<file path="src/rtl/poi_pkg.sv">
package poi_pkg;

  // binary angle of a quarter turn, used to turn a sine lookup into a cosine
  localparam logic [15:0] QUARTER_TURN = 16'h4000;

  // 65536 / (2*pi) in Q16, converts radians to binary angle units
  localparam logic signed [31:0] TURN_PER_RAD_Q16 = 32'sd683565276;

  localparam longint unsigned HALF_PI_Q30 = 64'd1686629713;
  localparam longint unsigned QUARTER_Q30 = 64'd1073741824;

  // (2n)(2n+1) for the odd taylor terms x^3 .. x^11
  localparam longint unsigned SERIES_DIV [5] = '{64'd6, 64'd20, 64'd42, 64'd72, 64'd110};

  localparam int CFG_INDEX_W = 2;

  typedef enum logic [CFG_INDEX_W-1:0] {
    REG_INTERVAL_LIMIT    = 2'd0,
    REG_FALLBACK_INTERVAL = 2'd1
  } cfg_reg_t;

  // operand pairs fed to the shared multiplier
  typedef enum logic [2:0] {
    MUL_VX_COSQ,
    MUL_VY_SIN,
    MUL_VX_SIN,
    MUL_VY_COS,
    MUL_SX_DT,
    MUL_SY_DT,
    MUL_WZ_DT,
    MUL_P_K
  } mul_src_t;

  // angle presented to the sine table
  typedef enum logic [1:0] {
    ROM_HEAD,
    ROM_HEAD_COS,
    ROM_HALF,
    ROM_HALF_COS
  } rom_src_t;

  typedef enum logic [3:0] {
    ST_IDLE,
    ST_RD_SIN,
    ST_RD_COS,
    ST_MUL_XC,
    ST_MUL_YS,
    ST_MUL_XS,
    ST_MUL_YC,
    ST_MUL_DX,
    ST_MUL_DY,
    ST_MUL_WT,
    ST_MUL_WK,
    ST_HEAD,
    ST_RD_QZ,
    ST_RD_QW,
    ST_DONE
  } seq_state_t;

  typedef struct packed {
    mul_src_t mul_src;
    rom_src_t rom_src;
    logic     cap_sin;
    logic     cap_cos;
    logic     sumx_load;
    logic     sumx_sub;
    logic     sumy_load;
    logic     sumy_add;
    logic     posx_upd;
    logic     posy_upd;
    logic     head_upd;
    logic     out_load;
  } ctrl_t;

  // sin(pi/2 * r / 2^30) in Q1.14, integer series, evaluated at elaboration
  function automatic longint quarter_sine(longint unsigned r);
    longint unsigned x;
    longint unsigned x2;
    longint unsigned term;
    longint          sum;
    x    = (r * HALF_PI_Q30) >> 30;
    x2   = (x * x) >> 30;
    term = x;
    sum  = longint'(x);
    for (int n = 0; n < 5; n++) begin
      term = (term * x2) >> 30;
      term = term / SERIES_DIV[n];
      if ((n & 1) == 0) sum = sum - longint'(term);
      else              sum = sum + longint'(term);
    end
    if (sum < 0) sum = 0;
    sum = (sum + 64'sd32768) >>> 16;
    if (sum > 16384) sum = 16384;
    return sum;
  endfunction

  // sine of a 32-bit phase (full turn = 2^32), Q1.14
  function automatic logic signed [15:0] sine_of_phase(logic [31:0] phase);
    longint unsigned r;
    longint          q;
    r = {34'd0, phase[29:0]};
    if (phase[30]) r = QUARTER_Q30 - r;
    q = quarter_sine(r);
    if (phase[31]) q = -q;
    return 16'(q);
  endfunction

endpackage

</file>
<file path="src/rtl/poi_sine_rom.sv">
module poi_sine_rom import poi_pkg::*; #(
  parameter int TRIG_TABLE_DEPTH = 256
) (
  input  logic               clk,
  input  logic [15:0]        angle,
  output logic signed [15:0] q
);

  localparam int IDX_W = $clog2(TRIG_TABLE_DEPTH);

  logic signed [15:0] lut [TRIG_TABLE_DEPTH];
  logic [31:0]        scaled;
  logic [IDX_W-1:0]   idx;
  logic signed [15:0] q_r;

  for (genvar gi = 0; gi < TRIG_TABLE_DEPTH; gi++) begin : g_lut
    localparam logic [63:0] PHASE = (64'(gi) << 32) / TRIG_TABLE_DEPTH;
    localparam logic signed [15:0] VAL = sine_of_phase(PHASE[31:0]);
    assign lut[gi] = VAL;
  end

  // entry index = angle * depth / 65536
  assign scaled = 32'(angle) * 32'(TRIG_TABLE_DEPTH);
  assign idx    = scaled[16 +: IDX_W];

  always_ff @(posedge clk) begin
    q_r <= lut[idx];
  end

  assign q = q_r;

endmodule

</file>
<file path="src/rtl/poi_mul.sv">
module poi_mul import poi_pkg::*; (
  input  logic               clk,
  input  logic signed [31:0] a,
  input  logic signed [31:0] b,
  output logic signed [63:0] prod
);

  logic signed [63:0] prod_r;

  always_ff @(posedge clk) begin
    prod_r <= 64'(a) * 64'(b);
  end

  assign prod = prod_r;

endmodule

</file>
<file path="src/rtl/poi_seq.sv">
module poi_seq import poi_pkg::*; (
  input  logic  clk,
  input  logic  rst_n,
  input  logic  in_fire,
  input  logic  out_free,
  output logic  in_ready,
  output ctrl_t ctrl
);

  seq_state_t state_r;
  seq_state_t state_nxt;

  always_ff @(posedge clk) begin
    if (!rst_n) begin
      state_r <= ST_IDLE;
    end else begin
      state_r <= state_nxt;
    end
  end

  always_comb begin
    state_nxt = state_r;
    ctrl      = '0;
    ctrl.mul_src = MUL_VX_COSQ;
    ctrl.rom_src = ROM_HEAD;
    in_ready  = 1'b0;
    case (state_r)
      ST_IDLE: begin
        in_ready = 1'b1;
        if (in_fire) state_nxt = ST_RD_SIN;
      end
      ST_RD_SIN: begin
        ctrl.rom_src = ROM_HEAD;
        state_nxt    = ST_RD_COS;
      end
      ST_RD_COS: begin
        ctrl.rom_src = ROM_HEAD_COS;
        ctrl.cap_sin = 1'b1;
        state_nxt    = ST_MUL_XC;
      end
      ST_MUL_XC: begin
        ctrl.mul_src = MUL_VX_COSQ;
        ctrl.cap_cos = 1'b1;
        state_nxt    = ST_MUL_YS;
      end
      ST_MUL_YS: begin
        ctrl.mul_src   = MUL_VY_SIN;
        ctrl.sumx_load = 1'b1;
        state_nxt      = ST_MUL_XS;
      end
      ST_MUL_XS: begin
        ctrl.mul_src  = MUL_VX_SIN;
        ctrl.sumx_sub = 1'b1;
        state_nxt     = ST_MUL_YC;
      end
      ST_MUL_YC: begin
        ctrl.mul_src   = MUL_VY_COS;
        ctrl.sumy_load = 1'b1;
        state_nxt      = ST_MUL_DX;
      end
      ST_MUL_DX: begin
        ctrl.mul_src  = MUL_SX_DT;
        ctrl.sumy_add = 1'b1;
        state_nxt     = ST_MUL_DY;
      end
      ST_MUL_DY: begin
        ctrl.mul_src  = MUL_SY_DT;
        ctrl.posx_upd = 1'b1;
        state_nxt     = ST_MUL_WT;
      end
      ST_MUL_WT: begin
        ctrl.mul_src  = MUL_WZ_DT;
        ctrl.posy_upd = 1'b1;
        state_nxt     = ST_MUL_WK;
      end
      ST_MUL_WK: begin
        ctrl.mul_src = MUL_P_K;
        state_nxt    = ST_HEAD;
      end
      ST_HEAD: begin
        ctrl.head_upd = 1'b1;
        state_nxt     = ST_RD_QZ;
      end
      ST_RD_QZ: begin
        ctrl.rom_src = ROM_HALF;
        state_nxt    = ST_RD_QW;
      end
      ST_RD_QW: begin
        ctrl.rom_src = ROM_HALF_COS;
        ctrl.cap_sin = 1'b1;
        state_nxt    = ST_DONE;
      end
      ST_DONE: begin
        ctrl.rom_src = ROM_HALF_COS;
        if (out_free) begin
          ctrl.out_load = 1'b1;
          state_nxt     = ST_IDLE;
        end
      end
      default: begin
        state_nxt = ST_IDLE;
      end
    endcase
  end

endmodule

</file>
<file path="src/rtl/planar_odometry_integrator.sv">
// planar odometry integrator: takes a new transaction only in the idle state, so one is
// processed at a time; the sequencer steps through the 8 products that share one
// 32x32 multiplier and the 4 reads of the single-port sine table, then waits for out_free
// the output register holds a finished result while the next transaction is taken
// reset (rst_n low, synchronous) clears position, heading and the sequencer, and loads
// interval_limit = 32768 and fallback_interval = 6554
module planar_odometry_integrator import poi_pkg::*; #(
  parameter int TRIG_TABLE_DEPTH = 256
) (
  input  logic                   clk,
  input  logic                   rst_n,
  // input channel
  input  logic                   in_tvalid,
  output logic                   in_tready,
  // forward_speed, lateral_speed, turn_rate, elapsed_time (16 bits each, low to high)
  input  logic [63:0]            in_tdata,
  // result channel
  output logic                   out_tvalid,
  input  logic                   out_tready,
  // position_x (32), position_y (32), heading_angle, quat_z, quat_w, interval_used (16 each)
  output logic [127:0]           out_tdata,
  // configuration writes
  input  logic                   cfg_we,
  input  logic [CFG_INDEX_W-1:0] cfg_index,
  input  logic [15:0]            cfg_wdata
);

  // configuration registers
  logic [15:0] limit_r;
  logic [15:0] fallback_r;

  // captured command
  logic signed [15:0] vx_r;
  logic signed [15:0] vy_r;
  logic signed [15:0] wz_r;
  logic [15:0]        dt_r;
  logic [15:0]        dt_nxt;

  // trig samples and rotated velocity sums
  logic signed [15:0] sin_r;
  logic signed [15:0] cos_r;
  logic signed [31:0] sumx_r;
  logic signed [31:0] sumy_r;

  // integrator state
  logic signed [31:0] pos_x_r;
  logic signed [31:0] pos_y_r;
  logic [15:0]        heading_r;
  logic signed [31:0] pos_step_nxt;
  logic [15:0]        heading_nxt;
  logic signed [63:0] head_round;

  // output stage
  logic               out_valid_r;
  logic [127:0]       out_data_r;

  // shared units
  logic               in_fire;
  logic               out_free;
  ctrl_t              ctrl;
  logic [15:0]        rom_angle;
  logic signed [15:0] rom_q;
  logic signed [31:0] mul_a;
  logic signed [31:0] mul_b;
  logic signed [63:0] prod;

  assign in_fire  = in_tvalid && in_tready;
  assign out_free = !out_valid_r || out_tready;

  poi_seq u_seq (
    .clk      (clk),
    .rst_n    (rst_n),
    .in_fire  (in_fire),
    .out_free (out_free),
    .in_ready (in_tready),
    .ctrl     (ctrl)
  );

  poi_sine_rom #(
    .TRIG_TABLE_DEPTH (TRIG_TABLE_DEPTH)
  ) u_rom (
    .clk   (clk),
    .angle (rom_angle),
    .q     (rom_q)
  );

  poi_mul u_mul (
    .clk  (clk),
    .a    (mul_a),
    .b    (mul_b),
    .prod (prod)
  );

  // sine table address: old heading for the rotation, half the new heading for the quaternion
  always_comb begin
    case (ctrl.rom_src)
      ROM_HEAD:     rom_angle = heading_r;
      ROM_HEAD_COS: rom_angle = heading_r + QUARTER_TURN;
      ROM_HALF:     rom_angle = {1'b0, heading_r[15:1]};
      ROM_HALF_COS: rom_angle = {1'b0, heading_r[15:1]} + QUARTER_TURN;
      default:      rom_angle = heading_r;
    endcase
  end

  // multiplier operand select
  always_comb begin
    case (ctrl.mul_src)
      MUL_VX_COSQ: begin
        mul_a = 32'(vx_r);
        mul_b = 32'(rom_q);
      end
      MUL_VY_SIN: begin
        mul_a = 32'(vy_r);
        mul_b = 32'(sin_r);
      end
      MUL_VX_SIN: begin
        mul_a = 32'(vx_r);
        mul_b = 32'(sin_r);
      end
      MUL_VY_COS: begin
        mul_a = 32'(vy_r);
        mul_b = 32'(cos_r);
      end
      MUL_SX_DT: begin
        mul_a = sumx_r;
        mul_b = $signed({16'd0, dt_r});
      end
      MUL_SY_DT: begin
        mul_a = sumy_r;
        mul_b = $signed({16'd0, dt_r});
      end
      MUL_WZ_DT: begin
        mul_a = 32'(wz_r);
        mul_b = $signed({16'd0, dt_r});
      end
      MUL_P_K: begin
        // turn_rate * dt always fits 32 signed bits
        mul_a = $signed(prod[31:0]);
        mul_b = TURN_PER_RAD_Q16;
      end
      default: begin
        mul_a = 32'(vx_r);
        mul_b = 32'(rom_q);
      end
    endcase
  end

  // round the Q38 displacement half up to Q16 and add with saturation
  function automatic logic signed [31:0] pos_step(logic signed [31:0] pos,
                                                  logic signed [63:0] p);
    logic signed [63:0] t;
    logic signed [33:0] s;
    t = p + (64'sd1 <<< 21);
    s = 34'(pos) + $signed(t[55:22]);
    if (s > 34'sd2147483647) begin
      return 32'sh7FFFFFFF;
    end else if (s < -34'sd2147483648) begin
      return 32'sh80000000;
    end
    return $signed(s[31:0]);
  endfunction

  always_comb begin
    if (ctrl.posx_upd) pos_step_nxt = pos_step(pos_x_r, prod);
    else               pos_step_nxt = pos_step(pos_y_r, prod);
  end

  // heading step rounded half up from Q44, wraps modulo one turn
  assign head_round  = prod + (64'sd1 <<< 43);
  assign heading_nxt = heading_r + head_round[59:44];

  // stale elapsed times fall back to the configured interval
  assign dt_nxt = (in_tdata[63:48] >= limit_r) ? fallback_r : in_tdata[63:48];

  always_ff @(posedge clk) begin
    if (!rst_n) begin
      limit_r    <= 16'd32768;
      fallback_r <= 16'd6554;
    end else if (cfg_we) begin
      case (cfg_index)
        REG_INTERVAL_LIMIT:    limit_r    <= cfg_wdata;
        REG_FALLBACK_INTERVAL: fallback_r <= cfg_wdata;
        default: ;
      endcase
    end
  end

  // command capture and intermediate products
  always_ff @(posedge clk) begin
    if (in_fire) begin
      vx_r <= $signed(in_tdata[15:0]);
      vy_r <= $signed(in_tdata[31:16]);
      wz_r <= $signed(in_tdata[47:32]);
      dt_r <= dt_nxt;
    end
    if (ctrl.cap_sin)   sin_r  <= rom_q;
    if (ctrl.cap_cos)   cos_r  <= rom_q;
    if (ctrl.sumx_load) sumx_r <= prod[31:0];
    if (ctrl.sumx_sub)  sumx_r <= sumx_r - prod[31:0];
    if (ctrl.sumy_load) sumy_r <= prod[31:0];
    if (ctrl.sumy_add)  sumy_r <= sumy_r + prod[31:0];
  end

  // position and heading accumulators
  always_ff @(posedge clk) begin
    if (!rst_n) begin
      pos_x_r   <= '0;
      pos_y_r   <= '0;
      heading_r <= '0;
    end else begin
      if (ctrl.posx_upd) pos_x_r   <= pos_step_nxt;
      if (ctrl.posy_upd) pos_y_r   <= pos_step_nxt;
      if (ctrl.head_upd) heading_r <= heading_nxt;
    end
  end

  // output register, loaded only when empty or being drained
  always_ff @(posedge clk) begin
    if (!rst_n) begin
      out_valid_r <= 1'b0;
    end else if (ctrl.out_load) begin
      out_valid_r <= 1'b1;
    end else if (out_tready) begin
      out_valid_r <= 1'b0;
    end
  end

  always_ff @(posedge clk) begin
    if (ctrl.out_load) begin
      // quat_z was captured last read, quat_w is the table output now
      out_data_r <= {dt_r, rom_q, sin_r, heading_r, pos_y_r, pos_x_r};
    end
  end

  assign out_tvalid = out_valid_r;
  assign out_tdata  = out_data_r;

endmodule
</file>
<file path="config.mk">
export PLATFORM = sky130hd
export DESIGN_NAME = planar_odometry_integrator
export DESIGN_NICKNAME = d
export VERILOG_FILES = /design/src/rtl/poi_pkg.sv /design/src/rtl/poi_sine_rom.sv /design/src/rtl/poi_mul.sv /design/src/rtl/poi_seq.sv /design/src/rtl/planar_odometry_integrator.sv
export SDC_FILE = /design/constraint.sdc
export NUM_CORES = 2
export LEC_CHECK = 0
export BUFFER_PORTS_ARGS = -buffer_cell sky130_fd_sc_hd__buf_2
export CAP_MARGIN = 20
export CORE_MARGIN = 1.5
export CORE_UTILIZATION = 45
export CTS_BUF_LIST = sky130_fd_sc_hd__clkbuf_4 sky130_fd_sc_hd__clkbuf_8 sky130_fd_sc_hd__clkbuf_16
export CTS_CLUSTER_DIAMETER = 50
export DETAILED_ROUTE_END_ITERATION = 10
export PLACE_DENSITY_LB_ADDON = 0.08
export SLEW_MARGIN = 20
export SYNTH_ARGS = -nofsm -noshare
export SYNTH_HDL_FRONTEND = slang
export SYNTH_SLANG_ARGS = --single-unit
</file>
<file path="constraint.sdc">
create_clock -name clk -period 13.5 [get_ports clk]
set_input_delay 1.35 -clock clk [delete_from_list [all_inputs] [get_ports clk]]
set_output_delay 1.35 -clock clk [all_outputs]
set_load 0.005 [all_outputs]
</file>
==> summary.txt <==
Run status
  – Outcome: complete, no violations

STA
  – Max Transition Viols Final: 0
  – Skew final: 0.0524 ns
  – Period utilisation layout: 87.7%
  – Time the final worst path needs with I/O delays and setup: 11.83 ns
  – Setup Viol. Count Final: 0
  – Worst-margin pin slew: 1.12 ns
  – Final Hold Vio Count: 0
  – Worst rel slew slack: 25.5%
  – Accumulated negative setup slack: 0 ns
  – Achievable clock frequency: 84.5 MHz
  – Unrepaired setup endpoints after global routing: no

Setup path
  – Arrival time of the worst setup path: 12.43 ns
  – Required time reported for the critical path endpoint: 14.10 ns
  – Crit Path Class: flop to flop
  – Worst setup SP type: flop
  – Worst path slowest cell: nand2_2
  – Count of buffer and inverter cells on the critical path: 6
  – Critical path's largest stage delay: 0.83 ns
  – Most Frequent Cell on Critical Path: fa_1
  – Worst-path maximum fanout: 56
  – CP Depth: 33
  – Reg2Reg Depth: 33
  – Top delay family on crit path: compound AO/OA/AOI/OAI gates
  – Capturing element type of the critical path: flop

Detailed routing
  – Vias per Instance: 5.74
  – DR pass1 iterations: 9
  – 1st-iter DRT viols: 4657
  – Final routed wirelength across all metal layers: 208000 um
  – Wire length per cell after detailed routing: 24.5 um
  – Number of nets still failing antenna checks after routing: 0
  – Vias: 48777
  – DRC: 0

CTS
  – Worst-case clock buffer depth: 3
  – Clk_lat worst skew: 0.69 ns
  – Number of buffers created by CTS: 77
  – Total setup buffers inserted after CTS: 0
  – Clk pin slew, worst setup/hold paths: 0.06 ns
  – Cts-stage hold buffer count: 0
  – Cell at the root of the clock tree: clkbuf_16
  – CTS-repair resized insts: 0
  – Maximum level of the CTS H-tree: 3
  – Total clock sinks: 481
  – TritonCTS clock tree: done

Synthesis
  – Cell types with the largest area share after synthesis: fa_1, edfxtp_1, ha_1
  – Flop and latch count out of synthesis: 481
  – Share of synthesized area occupied by flip-flops and latches: 20.5%
  – Total nets after synthesis: 8049
  – Most frequent cell after synthesis: inv_1
  – Commonest cells post-synth: inv_1, fa_1, nand2_1, nor2_1, a21oi_1
  – Count of flip-flops with a built-in enable after synthesis: 288
  – Yosys cell types: 88
  – Average footprint of a synthesized cell: 9.27 sq um
  – Top cell type by total area after synthesis: fa_1
  – Synth Cell Area: 61000 sq um
  – Predominant post-synthesis flop cell: edfxtp_1
  – Yosys warnings: 0
  – Synthesized instance count: 6574
  – Share of the synthesized area in the top cell type: 33.1%
  – Async set-reset flop share out of synthesis: 0%

Cells and area
  – Synthesis-to-layout area growth: 9.47%
  – Finished Core Util: 49.8%
  – Post-route design area: 66700 sq um
  – Final Net Count: 8145
  – Share of layout cells above drive strength 1: 8.38%
  – Fillers: 12827

Min path
  – Tightest Hold Check Type: flop to flop
  – Worst hold path depth: 2

Power and ir drop
  – Power density over the cells: 161 nW/um^2
  – Total leakage power: 31.4 nW
  – Max rail drop VDD: 0.146 mV

Global route
  – Wire length of the first global-routing pass: 313000 um
  – Total overflow reported by the global router: 0
  – Pin count of the biggest net entering global routing: 72
  – Antenna violations before repair: 7
  – Via count of the first global-routing pass: 48648
  – Global Route Usage Sum: 30.4%

Job
  – Maximum capacitance violations: 0

Placed design
  – RePlAce Congestion: 0.947
  – Placed Instance Area: 64100 sq um
  – Count of buffers inserted at the top-level ports: 216
  – Half-perimeter wire length after placement: 166000 um

Floorplanning
  – Full die area: 138000 sq um
  – DIE HEIGHT: 371 um
  – Die extent in x: 371 um
  – Top-level I/O count: 217
  – Starting density of the core: 45.5%
  – Number of rows created at floorplan: 134
  – Core area: 134000 sq um
## worst reg2reg max path: cells and delay by family, from the launching register on
kind / cells / cell delay [ns]
compound gates: 12 / 4.08
xor+xnor: 1 / 0.15
fa+ha+maj: 9 / 3.96
buf+inv: 6 / 1.03
flops: 1 / 0.73
simple gates: 5 / 1.80
## sequential cells by signal, summed over array words and instances (netlist names), 32 cells and up
signal	count
sumy_r	32
pos_x_r	32
pos_y_r	32
sumx_r	32
out_tdata	128
u_mul.prod	60
## power breakdown
group          total [mW]  switching, mW  internal [mW]
combinational        6.75           4.12           2.63
clock                1.99          0.822           1.17
sequential           1.99          0.230           1.76
## stage by stage
step	hold WS, ns	total power [mW]	setup slack [ns]	instances
after detailed placement	0.447	8.70	1.85	8359
after global placement	0.442	8.66	1.60	8359
final	0.455	10.7	1.67	8505
after global routing	0.471	11.6	1.11	8502
after CTS	0.455	10.7	1.81	8502
after floorplan	0.426	6.70	2.68	6574
## worst paths after layout
check / start / slack [ns] / endpoint
worst max-delay path: u_seq.state_r[2] / 1.67 / u_mul.prod[48]
worst min-delay path: limit_r[11] / 0.45 / limit_r[11]
worst max register to register: u_seq.state_r[2] / 1.67 / u_mul.prod[48]
worst min register to register: limit_r[11] / 0.45 / limit_r[11]
## logic make-up after synthesis
family                     after synthesis  share of synthesized area [%]
xor gates and xnor gates               244                           3.52
adders and majority gates             1389                           40.9
DFF                                    481                           20.5
and+or+nand+nor                       1647                           11.7
muxes                                   36                          0.683
buffers and inverters                 1426                           8.81
AOI/OAI and AO/OA                     1351                           13.9
## per-layer routing
layer  GRT usage [%]  vias up  wire (um)
met5               0        -         14
met4            9.03        4       6440
met3            4.92      335      15600
met2            47.8     1955      95200
met1            43.2    24836      90900
li1                -    21647          -
## placed cells by master, fill, tap and decap left out, types with 101 or more instances in the layout
master,count
a21o_1,107
a21oi_1,403
buf_2,216
buf_4,101
dfxtp_1,193
edfxtp_1,288
fa_1,1008
ha_1,380
inv_1,1122
nand2_1,643
nand3_1,113
nor2_1,559
o21ai_0,335
xnor2_1,171
## cell type report
cell class	count	area, sq um	area share, %
repair buffers	317	1840	2.76
well taps	1768	2210	3.31
inverters	1126	4230	6.33
multi-input cells	4667	43300	64.9
clock inverters	53	541	0.810
flip-flops and latches	481	12500	18.7
diodes	3	7.51	0.0112
clock buffers	90	2060	3.09
(Power assumes the default switching activity.)
